### config.mk
export PLATFORM = sky130hd
export DESIGN_NAME = uart_register_model_rx_ring_flat
export DESIGN_NICKNAME = d
export VERILOG_FILES = /design/src/sv/urr_pkg.sv /design/src/sv/urr_if.sv /design/src/sv/urr_ram.sv /design/src/sv/uart_register_model_rx_ring.sv /design/src/flat_wrapper.sv
export SDC_FILE = /design/constraint.sdc
export NUM_CORES = 1
export LEC_CHECK = 0
export BUFFER_PORTS_ARGS = -buffer_cell sky130_fd_sc_hd__buf_2
export CAP_MARGIN = 20
export CORE_ASPECT_RATIO = 1.2
export CORE_UTILIZATION = 35
export CTS_CLUSTER_DIAMETER = 40
export DETAILED_ROUTE_END_ITERATION = 8
export GPL_ROUTABILITY_DRIVEN = 0
export PLACE_DENSITY = 0.53
export SLEW_MARGIN = 20
export SYNTH_ARGS = -nofsm -noshare
export SYNTH_HDL_FRONTEND = slang
export SYNTH_HIERARCHICAL = 1
export SYNTH_SLANG_ARGS = --single-unit
### constraint.sdc
create_clock -name clk -period 7.1 [get_ports clk]
set_input_delay 0.71 -clock clk [delete_from_list [all_inputs] [get_ports clk]]
set_output_delay 0.71 -clock clk [all_outputs]
set_load 0.005 [all_outputs]
### src/sv/urr_pkg.sv
// Shared types and register map constants for the UART register model with receive ring.
package urr_pkg;

	localparam logic [1:0] MODE_READ  = 2'd0;
	localparam logic [1:0] MODE_WRITE = 2'd1;
	localparam logic [1:0] MODE_PUSH  = 2'd2;

	localparam logic [2:0] REG_RBR = 3'd0;
	localparam logic [2:0] REG_IER = 3'd1;
	localparam logic [2:0] REG_IIR = 3'd2;
	localparam logic [2:0] REG_LCR = 3'd3;
	localparam logic [2:0] REG_MCR = 3'd4;
	localparam logic [2:0] REG_LSR = 3'd5;
	localparam logic [2:0] REG_MSR = 3'd6;
	localparam logic [2:0] REG_SCR = 3'd7;

	localparam int unsigned LCR_DLAB  = 7;
	localparam int unsigned IER_RDI   = 0;
	localparam int unsigned IER_THRI  = 1;
	localparam int unsigned FCR_EN    = 0;

	localparam logic [7:0] IIR_RDI    = 8'h04;
	localparam logic [7:0] IIR_THRI   = 8'h02;
	localparam logic [7:0] IIR_NONE   = 8'h01;
	localparam logic [7:0] IIR_FIFO   = 8'hC0;
	localparam logic [7:0] LSR_DR     = 8'h01;
	localparam logic [7:0] LSR_THRE   = 8'h20;
	localparam logic [7:0] LSR_TEMT   = 8'h40;
	localparam logic [7:0] MSR_FIXED  = 8'hB0;

	typedef struct packed {
		logic [1:0] mode;
		logic [2:0] reg_offset;
		logic [7:0] data_byte;
	} req_t;

	typedef struct packed {
		logic [7:0] read_data;
		logic       irq_level;
		logic       tx_valid;
		logic [7:0] tx_byte;
		logic       rx_overflow;
	} rsp_t;

endpackage

### src/sv/urr_if.sv
// Valid/ready channels for bus and line items and for their results.
interface urr_req_if;
	import urr_pkg::*;
	logic valid;
	logic ready;
	req_t payload;
	modport source(output valid, output payload, input ready);
	modport sink(input valid, input payload, output ready);
endinterface

interface urr_rsp_if;
	import urr_pkg::*;
	logic valid;
	logic ready;
	rsp_t payload;
	modport source(output valid, output payload, input ready);
	modport sink(input valid, input payload, output ready);
endinterface

### src/sv/urr_ram.sv
// Generic single-write, single-read RAM with registered read data.
module urr_ram #(
	parameter int WIDTH = 8,
	parameter int DEPTH = 64
) (
	input  logic                     clk,
	input  logic                     we,
	input  logic [$clog2(DEPTH)-1:0] waddr,
	input  logic [WIDTH-1:0]         wdata,
	input  logic                     re,
	input  logic [$clog2(DEPTH)-1:0] raddr,
	output logic [WIDTH-1:0]         rdata
);
	logic [WIDTH-1:0] mem_q [DEPTH];

	always_ff @(posedge clk) begin
		if (we) begin
			mem_q[waddr] <= wdata;
		end
		if (re) begin
			rdata <= mem_q[raddr];
		end
	end
endmodule

### src/sv/uart_register_model_rx_ring.sv
// 8250-style UART register file with a receive ring; top level.
// Channel req carries one item per transfer: a bus read (mode 0), a bus write
// (mode 1) or a byte received from the line (mode 2) that goes into the ring.
// Mode 3 does nothing but report the current interrupt level.
// Channel rsp returns exactly one result per item, in order: read data, the
// interrupt level after the item, the byte sent by a THR write, and a flag
// for a received byte dropped on a full ring.
// An item taken from req is registered in the execute stage, executed there,
// and its result is registered in the result stage. Throughput: one item per
// cycle while rsp does not stall. The stage behind the input register holds
// all register updates; the ring lives in a RAM whose registered read port
// delivers RBR data straight into the result stage.
// The ring holds up to RX_DEPTH-1 bytes; an RBR read on an empty ring gives 0.
// Reset clears all registers and both ring pointers at once; ring contents
// are not cleared and need not be, since only filled slots are read.
// When rsp stalls the result stage holds, the execute stage waits behind it
// and req.ready drops once both are full; nothing is lost or repeated.
module uart_register_model_rx_ring #(
	parameter int RX_DEPTH = 64
) (
	input  logic      clk,
	input  logic      arst_n,
	urr_req_if.sink   req,
	urr_rsp_if.source rsp
);
	import urr_pkg::*;

	localparam int PTR_W = $clog2(RX_DEPTH);

	// execute stage
	logic       valid_s1;
	req_t       req_s1;
	logic       adv_s1;

	// architectural state
	logic [7:0]       ier_q, lcr_q, mcr_q, scr_q, fcr_q;
	logic [15:0]      div_q;
	logic [PTR_W-1:0] wr_ptr_q, rd_ptr_q;

	// next state
	logic [7:0]       ier_n, lcr_n, mcr_n, scr_n, fcr_n;
	logic [15:0]      div_n;
	logic [PTR_W-1:0] wr_ptr_n, rd_ptr_n;
	logic [PTR_W-1:0] wr_next, rd_next;

	logic       dlab, has_data;
	logic [7:0] rd_val;
	logic       ram_sel, ram_we;
	logic       txv, ovf, irq_n;
	logic [7:0] iir_val;

	// result stage
	logic       valid_s2;
	logic       ram_sel_s2;
	rsp_t       rsp_s2;
	logic [7:0] ram_rdata;

	assign adv_s1    = valid_s1 && (!valid_s2 || rsp.ready);
	assign req.ready = !valid_s1 || adv_s1;

	always_ff @(posedge clk or negedge arst_n) begin
		if (!arst_n) begin
			valid_s1 <= 1'b0;
		end else if (req.ready) begin
			valid_s1 <= req.valid;
		end
	end

	always_ff @(posedge clk) begin
		if (req.valid && req.ready) begin
			req_s1 <= req.payload;
		end
	end

	assign dlab     = lcr_q[LCR_DLAB];
	assign has_data = wr_ptr_q != rd_ptr_q;
	assign wr_next  = (wr_ptr_q == PTR_W'(RX_DEPTH - 1)) ? '0 : wr_ptr_q + 1'b1;
	assign rd_next  = (rd_ptr_q == PTR_W'(RX_DEPTH - 1)) ? '0 : rd_ptr_q + 1'b1;

	always_comb begin
		priority if (ier_q[IER_RDI] && has_data) begin
			iir_val = IIR_RDI;
		end else if (ier_q[IER_THRI]) begin
			iir_val = IIR_THRI;
		end else begin
			iir_val = IIR_NONE;
		end
		if (fcr_q[FCR_EN]) begin
			iir_val = iir_val | IIR_FIFO;
		end
	end

	always_comb begin
		ier_n    = ier_q;
		lcr_n    = lcr_q;
		mcr_n    = mcr_q;
		scr_n    = scr_q;
		fcr_n    = fcr_q;
		div_n    = div_q;
		wr_ptr_n = wr_ptr_q;
		rd_ptr_n = rd_ptr_q;
		rd_val   = 8'h00;
		ram_sel  = 1'b0;
		ram_we   = 1'b0;
		txv      = 1'b0;
		ovf      = 1'b0;
		unique case (req_s1.mode)
			MODE_READ: begin
				unique case (req_s1.reg_offset)
					REG_RBR: begin
						if (dlab) begin
							rd_val = div_q[7:0];
						end else if (has_data) begin
							// data comes from the RAM read port next cycle
							ram_sel  = 1'b1;
							rd_ptr_n = rd_next;
						end
					end
					REG_IER: rd_val = dlab ? div_q[15:8] : ier_q;
					REG_IIR: rd_val = iir_val;
					REG_LCR: rd_val = lcr_q;
					REG_MCR: rd_val = mcr_q;
					REG_LSR: rd_val = (has_data ? LSR_DR : 8'h00) | LSR_THRE | LSR_TEMT;
					REG_MSR: rd_val = MSR_FIXED;
					REG_SCR: rd_val = scr_q;
				endcase
			end
			MODE_WRITE: begin
				unique case (req_s1.reg_offset)
					REG_RBR: begin
						if (dlab) begin
							div_n[7:0] = req_s1.data_byte;
						end else begin
							txv = 1'b1;
						end
					end
					REG_IER: begin
						if (dlab) begin
							div_n[15:8] = req_s1.data_byte;
						end else begin
							ier_n = req_s1.data_byte;
						end
					end
					REG_IIR: fcr_n = req_s1.data_byte;
					REG_LCR: lcr_n = req_s1.data_byte;
					REG_MCR: mcr_n = req_s1.data_byte;
					REG_LSR, REG_MSR: begin
					end
					REG_SCR: scr_n = req_s1.data_byte;
				endcase
			end
			MODE_PUSH: begin
				// drop the byte when the ring is full
				if (wr_next == rd_ptr_q) begin
					ovf = 1'b1;
				end else begin
					ram_we   = 1'b1;
					wr_ptr_n = wr_next;
				end
			end
			default: begin
			end
		endcase
		irq_n = (ier_n[IER_RDI] && (wr_ptr_n != rd_ptr_n)) || ier_n[IER_THRI];
	end

	always_ff @(posedge clk or negedge arst_n) begin
		if (!arst_n) begin
			ier_q    <= '0;
			lcr_q    <= '0;
			mcr_q    <= '0;
			scr_q    <= '0;
			fcr_q    <= '0;
			div_q    <= '0;
			wr_ptr_q <= '0;
			rd_ptr_q <= '0;
		end else if (adv_s1) begin
			ier_q    <= ier_n;
			lcr_q    <= lcr_n;
			mcr_q    <= mcr_n;
			scr_q    <= scr_n;
			fcr_q    <= fcr_n;
			div_q    <= div_n;
			wr_ptr_q <= wr_ptr_n;
			rd_ptr_q <= rd_ptr_n;
		end
	end

	urr_ram #(
		.WIDTH(8),
		.DEPTH(RX_DEPTH)
	) u_ring (
		.clk  (clk),
		.we   (adv_s1 && ram_we),
		.waddr(wr_ptr_q),
		.wdata(req_s1.data_byte),
		.re   (adv_s1 && ram_sel),
		.raddr(rd_ptr_q),
		.rdata(ram_rdata)
	);

	always_ff @(posedge clk or negedge arst_n) begin
		if (!arst_n) begin
			valid_s2 <= 1'b0;
		end else if (adv_s1) begin
			valid_s2 <= 1'b1;
		end else if (rsp.ready) begin
			valid_s2 <= 1'b0;
		end
	end

	always_ff @(posedge clk) begin
		if (adv_s1) begin
			ram_sel_s2          <= ram_sel;
			rsp_s2.read_data    <= rd_val;
			rsp_s2.irq_level    <= irq_n;
			rsp_s2.tx_valid     <= txv;
			rsp_s2.tx_byte      <= txv ? req_s1.data_byte : 8'h00;
			rsp_s2.rx_overflow  <= ovf;
		end
	end

	assign rsp.valid = valid_s2;
	always_comb begin
		rsp.payload = rsp_s2;
		if (ram_sel_s2) begin
			rsp.payload.read_data = ram_rdata;
		end
	end

`ifndef SYNTHESIS
	a_push_not_full: assert property (@(posedge clk) disable iff (!arst_n)
		adv_s1 && ram_we |-> wr_next != rd_ptr_q)
		else $error("ring write would overrun the read pointer");

	a_ram_read_nonempty: assert property (@(posedge clk) disable iff (!arst_n)
		adv_s1 && ram_sel |-> has_data && !dlab)
		else $error("ring read issued on an empty ring or with DLAB set");

	a_adv_fills_s2: assert property (@(posedge clk) disable iff (!arst_n)
		adv_s1 |=> valid_s2)
		else $error("executed item did not reach the result stage");

	a_ovf_exclusive: assert property (@(posedge clk) disable iff (!arst_n)
		valid_s2 && rsp_s2.rx_overflow |-> !rsp_s2.tx_valid && !ram_sel_s2)
		else $error("overflow result mixed with a send or a ring read");

	a_ptr_range: assert property (@(posedge clk) disable iff (!arst_n)
		(wr_ptr_q <= PTR_W'(RX_DEPTH - 1)) && (rd_ptr_q <= PTR_W'(RX_DEPTH - 1)))
		else $error("ring pointer out of range");
`endif
endmodule

### src/flat_wrapper.sv
// flat-port wrapper written by rule: the top's interface ports become plain ports
module uart_register_model_rx_ring_flat import urr_pkg::*;
#(
	parameter int RX_DEPTH = 64
)
  (clk, arst_n, req_valid, req_payload, req_ready, rsp_valid, rsp_payload, rsp_ready);
  urr_req_if req_i ();
  urr_rsp_if rsp_i ();
  input  logic clk;
  input  logic arst_n;
  input wire logic [$bits(req_i.valid)-1:0] req_valid;
  input wire logic [$bits(req_i.payload)-1:0] req_payload;
  output wire logic [$bits(req_i.ready)-1:0] req_ready;
  output wire logic [$bits(rsp_i.valid)-1:0] rsp_valid;
  output wire logic [$bits(rsp_i.payload)-1:0] rsp_payload;
  input wire logic [$bits(rsp_i.ready)-1:0] rsp_ready;
  assign req_i.valid = req_valid;
  assign req_i.payload = req_payload;
  assign req_ready = req_i.ready;
  assign rsp_valid = rsp_i.valid;
  assign rsp_payload = rsp_i.payload;
  assign rsp_i.ready = rsp_ready;
  uart_register_model_rx_ring #(.RX_DEPTH(RX_DEPTH)) u_core (.clk(clk), .arst_n(arst_n), .req(req_i), .rsp(rsp_i));
endmodule
==> impl_metrics.py, run 1 <==
metrics = {
    "timing": {
        "hold_ws_ns": 0.267,
        "slew_headroom_pct": 32.4,
        "setup-violations-final": 0,
        "finalClockSkew_ns": 0.0270,
        "maxSlewViolCount": 0,
        "fin_crit_ns": 4.84,
        "timing.fmax_mhz": 206,
        "worstMarginPinSlew_ns": 1.01,
        "hold_viol": 0,
        "rsz0062_at_grt": "false",
        "min_period_over_period_pct": 68.2,
        "setup_tns_ns": 0,
    },
    "setup_path": {
        "cp_common_cell": "nor2_1",
        "crit_fanout": 16,
        "worst_setup_path_start_kind": "flop",
        "required_ns": 7.34,
        "crit_chain": "ha_1 -> nand2_1 -> and3_4 -> o311ai_4 -> o21ai_4 -> nor2_1 -> nand3_1 -> nor2_1",
        "worstSetupPathType": "reg -> reg",
        "crit_path_end_kind": "flop",
        "crit_path_max_incr_delay_ns": 0.89,
        "arrival_ns": 5.08,
        "slowest_stage": "nand3_1",
    },
    "clocking": {
        "clk_latency_ns": 0.62,
        "cts_tree": "yes",
        "path_clk_slew_ns": 0.06,
        "cts_resized": 0,
        "cts_inserted_buffers": 75,
        "clk_path_buf_depth": 3,
        "post_cts_buffers": 0,
        "hold_buffers": 0,
        "cts_sinks": 616,
        "cts_root_buffer": "clkbuf_16",
        "htree_levels": 3,
    },
    "synth": {
        "synth-seq-area-share_pct": 72.1,
        "synth_seq_cells": 616,
        "post-synth-top-area-fraction_pct": 65.8,
        "async_reset_ff_share_pct": 10.2,
        "yosysMostFrequentCell": "edfxtp_1",
        "synth.cells.most_frequent": "edfxtp_1, mux4_2, nor2_1, mux2_2, dfrtp_1",
        "synth_cell_types": 75,
        "synth_flop_cell": "edfxtp_1",
        "syn_area_per_cell_um2": 18.6,
        "synth_nets": 1378,
        "synth_area_um2": 25200,
        "synth-edff-count": 553,
        "syn_inst": 1359,
        "synth_top_cell_by_area": "edfxtp_1",
        "yosysWarningCount": 6,
        "synth_area_leaders": "edfxtp_1, mux4_2, dfrtp_1, mux2_2, nor2_1",
    },
    "final_layout": {
        "fin_area_um2": 28800,
        "antennaDiodeCount": 0,
        "nets": 1425,
        "area_delta_synth_final_pct": 14.3,
        "stdcell_count": 2394,
        "drive_above_1_share_pct": 28.3,
    },
    "worst_hold_path": {
        "hp-class": "in -> reg",
    },
    "grt": {
        "grt_usage_pct": 17.3,
        "overflow": 0,
        "grt_max_degree": 99,
        "antenna_found_initial": 0,
        "grt_pass1_wl_um": 91700,
        "grt_pass1_vias": 13400,
    },
    "die": {
        "die_h_um": 296,
        "io-pin-count": 38,
        "rows": 107,
        "coreArea_um2": 71100,
        "die_area_um2": 73100,
        "die_w_um": 247,
        "start_util_pct": 35.5,
    },
    "power_and_ir_drop": {
        "comb_power_share_pct": 16.2,
        "net-switching-power_mw": 2.61,
        "power_density_nw_per_um2": 339,
        "intPower_mw": 7.16,
        "swShare_pct": 26.7,
        "leakagePower_nw": 9.19,
        "clkPwrFrac_pct": 40.1,
        "peakVddDrop_uv": 256,
        "seqPwrFrac_pct": 43.6,
    },
    "detailed_routing": {
        "drc_errors": 0,
        "viasPerCell": 5.42,
        "first_pass_iters": 5,
        "drt_iter0_markers": 1096,
        "ant_nets": 0,
        "vias": 13000,
        "wl_um": 62000,
        "post_drt_wl_per_cell_um": 25.9,
    },
    "outcome": {
        "status": "complete, no violations",
    },
    "place": {
        "dp_cells": 2255,
        "hpwl_um": 37200,
        "dpl_cell_area_um2": 26200,
        "io_buffer_count": 37,
    },
    "job": {
        "maxCapViolCount": 0,
    },
}
-- worst paths after layout --
kind                               startpoint                         end  slack, ns  cells past startpoint
max                        u_core/wr_ptr_q[1]  u_core/u_ring/mem_q[41][3]       2.26                      8
min                           req_payload[10]           u_core/req_s1[10]       0.27                      1
max reg2reg                u_core/wr_ptr_q[1]  u_core/u_ring/mem_q[41][3]       2.26                      8
min reg2reg                   u_core/div_q[0]             u_core/div_q[0]       0.50                      1
max in group asynchronous              arst_n          u_core/rd_ptr_q[2]       6.16                      2
min in group asynchronous              arst_n             u_core/div_q[0]       0.29                      2
-- final cells by class --
| cell class | instances | area (um2) |
|---|---|---|
| clock buffers | 81 | 1970 |
| clock inverters | 58 | 629 |
| fillers | 6285 | 42300 |
| inverters | 7 | 28.8 |
| multi-input cells | 651 | 6510 |
| flip-flops and latches | 616 | 18200 |
| well taps | 926 | 1160 |
| repair buffers | 55 | 333 |
-- flip-flops by register name, summed over array words and instances, names as in the netlist --
| register | cells |
|---|---|
| u_core/ier_q | 8 |
| u_core/lcr_q | 8 |
| u_core/rsp_s2 | 8 |
| u_core/wr_ptr_q | 6 |
| u_core/rsp.payload | 11 |
| u_core/req_s1 | 13 |
| u_core/ram_sel_s2 | 1 |
| u_core/valid_s1 | 1 |
| u_core/u_ring/mem_q | 512 |
| u_core/rsp.valid | 1 |
| u_core/scr_q | 8 |
| u_core/rd_ptr_q | 6 |
| u_core/div_q | 16 |
| u_core/fcr_q | 1 |
| u_core/mcr_q | 8 |
| u_core/u_ring/rdata | 8 |
-- critical path, delay by kind of cell, from the launching register on --
family / cells / cell delay, ns
AND/OR/NAND/NOR: 5 / 2.79
flip-flops: 1 / 0.68
AO/OA/AOI/OAI: 2 / 0.59
adder cells (fa/ha/maj): 1 / 0.37
-- power groups by stage --
stage / Clock, mW / Combinational [mW] / Sequential (mW)
floorplan: 0 / 1.33 / 4.21
detailed placement: 0 / 1.60 / 4.34
global route: 4.15 / 1.69 / 4.29
CTS: 4.02 / 1.60 / 4.27
finish: 3.92 / 1.58 / 4.26
global placement: 0 / 1.59 / 4.34
-- layout by cell type, fill, tap and decap left out, types with 13 or more instances in the layout --
cell type  synthesis  layout
mux2i_1           29      29
dfrtp_1           63      59
nand2_1           43      43
nand2b_1          15      15
edfxtp_1         553     553
buf_2             15      37
a21oi_1           25      25
mux4_2           126     126
clkbuf_16          0      78
nand3_1           21      21
nor2b_1           18      18
mux2_2            79      79
nor2_1           106     106
xnor2_1           13      13
buf_4             25      17
-- metal layers --
layer / up-vias / global-route usage (%) / part of all wire (%)
li1: 5594 / - / -
met1: 6910 / 22.8 / 43
met2: 382 / 28.9 / 50
met3: 91 / 2.80 / 4.7
met4: 0 / 6.22 / 2.6
met5: - / 0 / 0
-- cells by family after synthesis --
logic type | count (synthesis) | share of synthesized area [%]
buffers and inverters | 92 | 2.10
and+or+nand+nor | 267 | 5.23
xor gates and xnor gates | 16 | 0.585
adders and majority gates | 2 | 0.0992
muxes | 234 | 15.9
DFF | 616 | 72.1
AOI/OAI and AO/OA | 132 | 3.94
-- metrics by stage --
step | utilization (%) | power, mW | worst slack [ns]
finish | 40.6 | 9.77 | 2.26
global route | 40.6 | 10.1 | 1.85
CTS | 40.6 | 9.89 | 2.26
detailed placement | 36.9 | 5.94 | 2.27
global placement | 36.9 | 5.93 | 2.35
floorplan | - | 5.54 | 3.67
Power figures use the tool's default switching activity.
==> run 2, diff against run 1 <==
PLACE_DENSITY = 0.55   (was 0.53)
clock period = 4.2 ns   (was 7.1 ns; I/O delays follow)
==> run 2 against run 1 <==
Worst setup slack got worse by 1.7 ns. Flip-flop and latch count did not move. Die area did not move. Highest routed layer unchanged.
==> impl_metrics.py, run 2 (same netlist as run 1, synthesis figures left out) <==
metrics = {
    "timing": {
        "setup-violations-final": 0,
        "fin_crit_ns": 3.61,
        "rsz0062_at_grt": "false",
        "setup_tns_ns": 0,
        "worstMarginPinSlew_ns": 1.09,
        "hold_viol": 0,
        "finalClockSkew_ns": 0.0215,
        "min_period_over_period_pct": 85.9,
        "slew_headroom_pct": 27.2,
        "hold_ws_ns": 0.118,
        "timing.fmax_mhz": 277,
        "maxSlewViolCount": 0,
    },
    "grt": {
        "grt_use_met2_pct": 28.5,
        "use_met3_pct": 2.85,
        "grt_usage_pct": 16.4,
        "antenna_found_initial": 0,
        "grt_pass1_wl_um": 88100,
        "overflow": 0,
        "gr-usage-met1_pct": 20.2,
        "grt_max_degree": 73,
        "grt_pass1_vias": 13400,
        "grt-busiest-layer": "met2",
    },
    "worst_hold_path": {
        "whs_endpoint": "u_core/rsp.valid",
        "min_path_cells": 3,
        "hold_start": "rsp_ready",
        "hp-class": "in -> reg",
    },
    "die": {
        "die_h_um": 296,
        "rows": 107,
        "coreArea_um2": 71100,
        "die_area_um2": 73100,
        "start_util_pct": 35.5,
        "die_w_um": 247,
        "io-pin-count": 38,
    },
    "final_layout": {
        "final_common_cell": "edfxtp_1",
        "largest_register_ffs": 512,
        "regArea_um2": 18200,
        "area_delta_synth_final_pct": 14.3,
        "largest_registers": "u_core/u_ring/mem_q (512), u_core/div_q (16), u_core/req_s1 (13)",
        "nets": 1484,
        "final_cell_mix": "edfxtp_1, mux4_2, nor2_1",
        "drive_above_1_share_pct": 28.8,
        "top_register": "u_core/u_ring/mem_q",
        "fill_cells": 6330,
        "antennaDiodeCount": 0,
        "multiInputGateArea_um2": 6500,
    },
    "clocking": {
        "cts_resized": 0,
        "clk_path_buf_depth": 3,
        "clk_latency_ns": 0.62,
        "cts_sinks": 616,
        "cts_root_buffer": "clkbuf_16",
        "cts_tree": "yes",
        "path_clk_slew_ns": 0.06,
        "htree_levels": 2,
        "cts_inserted_buffers": 61,
    },
    "detailed_routing": {
        "ant_nets": 0,
        "post_drt_wl_per_cell_um": 24.1,
        "wl_um": 58800,
        "drt_iter0_markers": 944,
        "drc_errors": 0,
        "vias": 12900,
        "viasPerCell": 5.27,
        "first_pass_iters": 5,
    },
    "setup_path": {
        "crit_fanout": 18,
        "worstRegToRegCells": 10,
        "worstSetupPathType": "reg -> reg",
        "r2r_end": "u_core/u_ring/mem_q[22][1]",
        "ff2ff_setup_slack_ns": 0.59,
        "crit_path_end_kind": "flop",
        "rr_startpoint": "u_core/wr_ptr_q[2]",
        "required_ns": 4.46,
        "arrival_ns": 3.87,
        "worst_setup_path_start_kind": "flop",
    },
    "power_and_ir_drop": {
        "leakagePower_nw": 9.25,
        "power_density_nw_per_um2": 531,
        "peakVddDrop_uv": 351,
    },
    "outcome": {
        "status": "complete, no violations",
    },
    "place": {
        "hpwl_um": 36900,
        "io_buffer_count": 37,
    },
    "job": {
        "maxCapViolCount": 0,
    },
}
-- run 2: per-stage QoR --
step / instances / cell area (um2) / utilization, % / setup WS (ns) / total power, mW
finish: 2438 / 28800 / 40.5 / 0.593 / 15.3
global route: 2438 / 28800 / 40.5 / 0.415 / 15.9
CTS: 2437 / 28800 / 40.5 / 0.606 / 15.5
detailed placement: 2312 / 26700 / 37.6 / 0.599 / 10.1
global placement: 2310 / 26700 / 37.5 / 0.706 / 10.1
floorplan: 1359 / 25200 / - / 0.770 / 9.36
-- run 2: how the worst max path moves through the flow --
stage | to | cells past startpoint | slack [ns] | start
floorplan | u_core/u_ring/mem_q[62][0] | 10 | 0.77 | u_core/wr_ptr_q[1]
global placement | u_core/u_ring/mem_q[12][2] | 11 | 0.71 | u_core/wr_ptr_q[2]
detailed placement | u_core/u_ring/mem_q[22][7] | 10 | 0.60 | u_core/wr_ptr_q[2]
CTS | u_core/u_ring/mem_q[22][1] | 10 | 0.61 | u_core/wr_ptr_q[2]
global route | u_core/u_ring/mem_q[22][1] | 10 | 0.42 | u_core/wr_ptr_q[2]
finish | u_core/u_ring/mem_q[22][1] | 10 | 0.59 | u_core/wr_ptr_q[2]
-- run 2: what timing repair did --
action | CTS | global route
buffers inserted | 0 | 0
hold endpoints to repair | 48 | 0
hold buffers | 15 | 0
-- run 2: per-layer routing --
metal	vias to the layer above	share of wire (%)
li1	5675	-
met1	6747	40
met2	337	52
met3	101	4.4
met4	0	3.6
met5	-	0
-- run 2: cell type report --
type                       instances  area share, %
clock buffer                      74           5.47
sequential                       616           63.1
clock inverter                    36           1.27
timing repair buffer             128           3.44
inverter                           7         0.0999
tap                              926           4.02
multi-input combinational        651           22.6
-- run 2: where the power goes --
part,internal [mW],leakage [nW],switching [mW]
combinational,1.34,2.49,1.51
sequential,6.87,5.82,0.258
clock,3.00,0.938,2.33
total,11.2,9.25,4.09
-- run 2: worst max-delay path: stages (launching register included) --
cell,delay (ns)
dfrtp_1,0.75
nand2_1,0.20
and3_4,0.25
o311ai_4,0.45
o21ai_4,0.14
nor2_1,0.12
buf_4,0.17
nor2b_1,0.26
nand3_1,0.11
buf_4,0.24
nor2_1,0.55
==> run 3, diff against run 2 <==
CELL_PAD_IN_SITES_DETAIL_PLACEMENT = 0   (was unset)
CELL_PAD_IN_SITES_GLOBAL_PLACEMENT = 1   (was unset)
PLACE_DENSITY = 0.61   (was 0.55)
==> run 3 against run 2 <==
Final cell count decreased by 0.86%. Hold slack worse by 0.088 ns. Wire length down 0.60%. Power increased by 2.8%. Clock power grew 8.6%. Register-to-register slack worse by 0.12 ns. Non-clock buffer count decreased by 33. Critical path type unchanged.
==> impl_metrics.py, run 3 (same netlist as run 1, synthesis figures left out) <==
metrics = {
    "setup_path": {
        "endpoint": "u_core/u_ring/mem_q[60][6]",
        "r2r_end": "u_core/u_ring/mem_q[60][6]",
        "worstSetupPathType": "reg -> reg",
        "startpoint": "u_core/wr_ptr_q[2]",
        "path_buf_inv": 0,
        "arrival_ns": 3.93,
        "cp.depth": 8,
        "crit_chain": "nand2_1 -> and3_4 -> o311ai_4 -> o21ai_4 -> nor2_1 -> nor2b_1 -> nand2_1 -> nor2_1",
        "required_ns": 4.40,
        "worst_setup_path_start_kind": "flop",
        "crit_fanout": 13,
        "crit_path_max_incr_delay_ns": 0.73,
        "rr_startpoint": "u_core/wr_ptr_q[2]",
        "worstRegToRegCells": 8,
        "crit_path_end_kind": "flop",
        "ff2ff_setup_slack_ns": 0.47,
        "cp_top_family": "simple AND/OR/NAND/NOR gates",
        "slowest_stage": "nor2_1",
    },
    "power_and_ir_drop": {
        "net-switching-power_mw": 4.19,
        "intPower_mw": 11.5,
        "power_density_nw_per_um2": 547,
        "clkPwrFrac_pct": 36.8,
        "swShare_pct": 26.6,
        "comb_power_share_pct": 18.4,
        "leakagePower_nw": 9.20,
        "peakVddDrop_uv": 349,
        "seqPwrFrac_pct": 44.9,
    },
    "timing": {
        "hold_viol": 0,
        "fin_crit_ns": 3.73,
        "min_period_over_period_pct": 88.8,
        "setup-violations-final": 0,
        "timing.fmax_mhz": 268,
        "setup_tns_ns": 0,
        "finalClockSkew_ns": 0.0247,
        "layout_setup_ws_ns": 0.469,
        "slew_headroom_pct": 35.7,
        "worstMarginPinSlew_ns": 0.964,
        "maxSlewViolCount": 0,
        "rsz0062_at_grt": "false",
    },
    "place": {
        "io_buffer_count": 37,
        "place_ws_ns": 0.478,
        "hpwl_um": 36000,
    },
    "outcome": {
        "status": "complete, no violations",
    },
    "die": {
        "coreArea_um2": 71100,
        "rows": 107,
        "io-pin-count": 38,
        "die_h_um": 296,
        "die_area_um2": 73100,
        "die_w_um": 247,
        "start_util_pct": 35.5,
    },
    "clocking": {
        "clk_path_buf_depth": 3,
        "post_cts_buffers": 0,
        "cts_sinks": 616,
        "cts_tree": "yes",
        "clk_latency_ns": 0.60,
        "cts_root_buffer": "clkbuf_16",
        "path_clk_slew_ns": 0.06,
        "cts_resized": 0,
        "cts_inserted_buffers": 69,
        "htree_levels": 3,
    },
    "detailed_routing": {
        "viasPerCell": 5.31,
        "drt_iter0_markers": 985,
        "first_pass_iters": 5,
        "post_drt_wl_per_cell_um": 24.2,
        "drc_errors": 0,
        "wl_um": 58400,
        "ant_nets": 0,
        "vias": 12800,
    },
    "final_layout": {
        "top_register": "u_core/u_ring/mem_q",
        "post-route-util_pct": 40.5,
        "area_delta_synth_final_pct": 14.1,
        "largest_registers": "u_core/u_ring/mem_q (512), u_core/div_q (16), u_core/req_s1 (13)",
        "nets": 1459,
        "largest_register_ffs": 512,
        "final_cell_mix": "edfxtp_1, mux4_2, nor2_1",
        "final_common_cell": "edfxtp_1",
        "drive_above_1_share_pct": 28.1,
        "antennaDiodeCount": 0,
    },
    "grt": {
        "grt_pass1_wl_um": 88000,
        "antenna_found_initial": 1,
        "overflow": 0,
        "grt_usage_pct": 16.5,
        "grt_max_degree": 72,
        "grt_pass1_vias": 13500,
    },
    "worst_hold_path": {
        "hp-class": "in -> reg",
    },
    "job": {
        "maxCapViolCount": 0,
    },
}
-- run 3: cell types whose count changed in the layout (fill, tap and decap cells not counted), sizes merged --
cell and delta:
clkinvlp -2, buf -32, clkinv +11, dlygate4sd3 -1
inv -3, clkbuf +9, bufinv -3
-- run 3: cell type report --
cell class | count | area [um2]
Timing Repair Buffer | 95 | 693
Inverter | 7 | 28.8
Multi-Input combinational cell | 651 | 6500
Clock inverter | 39 | 337
Fill cell | 6305 | 42300
Sequential cell | 616 | 18200
Clock buffer | 83 | 1860
Tap cell | 926 | 1160
-- run 3: worst min path at each step --
stage                 endpoint  cells past startpoint  slack (ns)             from
2_1_floorplan  u_core/div_q[0]                      0        0.12           arst_n
6_report       u_core/valid_s1                      2        0.03        req_valid
3_3_place_gp   u_core/div_q[0]                      1        0.48  u_core/div_q[0]
3_5_place_dp   u_core/div_q[0]                      1        0.49  u_core/div_q[0]
4_1_cts        u_core/valid_s1                      2       0.003        req_valid
5_1_grt        u_core/valid_s1                      2        0.02        req_valid
-- run 3: timing repair --
| item | CTS | global route |
|---|---|---|
| endpoints found under the setup margin | 0 | 0 |
| hold buffers | 14 | 0 |
| endpoints found under the hold margin | 48 | 0 |
-- run 3: power by group through the flow --
| stage | clock, mW | sequential (mW) | combinational [mW] |
|---|---|---|---|
| final | 5.79 | 7.06 | 2.89 |
| after global routing | 6.14 | 7.09 | 3.11 |
| after CTS | 5.92 | 7.06 | 2.95 |
| after detailed placement | 0 | 7.19 | 2.92 |
| after global placement | 0 | 7.18 | 2.93 |
| after floorplan | 0 | 7.11 | 2.25 |
-- run 3: through the flow --
stage	total power [mW]	hold WS [ns]	cell area (um2)	std cells
after CTS	15.9	0.00327	28800	2417
after global placement	10.1	0.480	26400	2281
after floorplan	9.36	0.124	25200	1359
final	15.7	0.0303	28800	2417
after global routing	16.3	0.0245	28800	2417
after detailed placement	10.1	0.485	26400	2281
-- run 3: layer usage --
layer | vias up | wire length, um | track usage (%)
li1 | 5638 | - | -
met1 | 6800 | 25500 | 21.9
met2 | 303 | 29200 | 27.6
met3 | 83 | 2310 | 2.45
met4 | 0 | 1420 | 5.33
met5 | - | 0 | 0
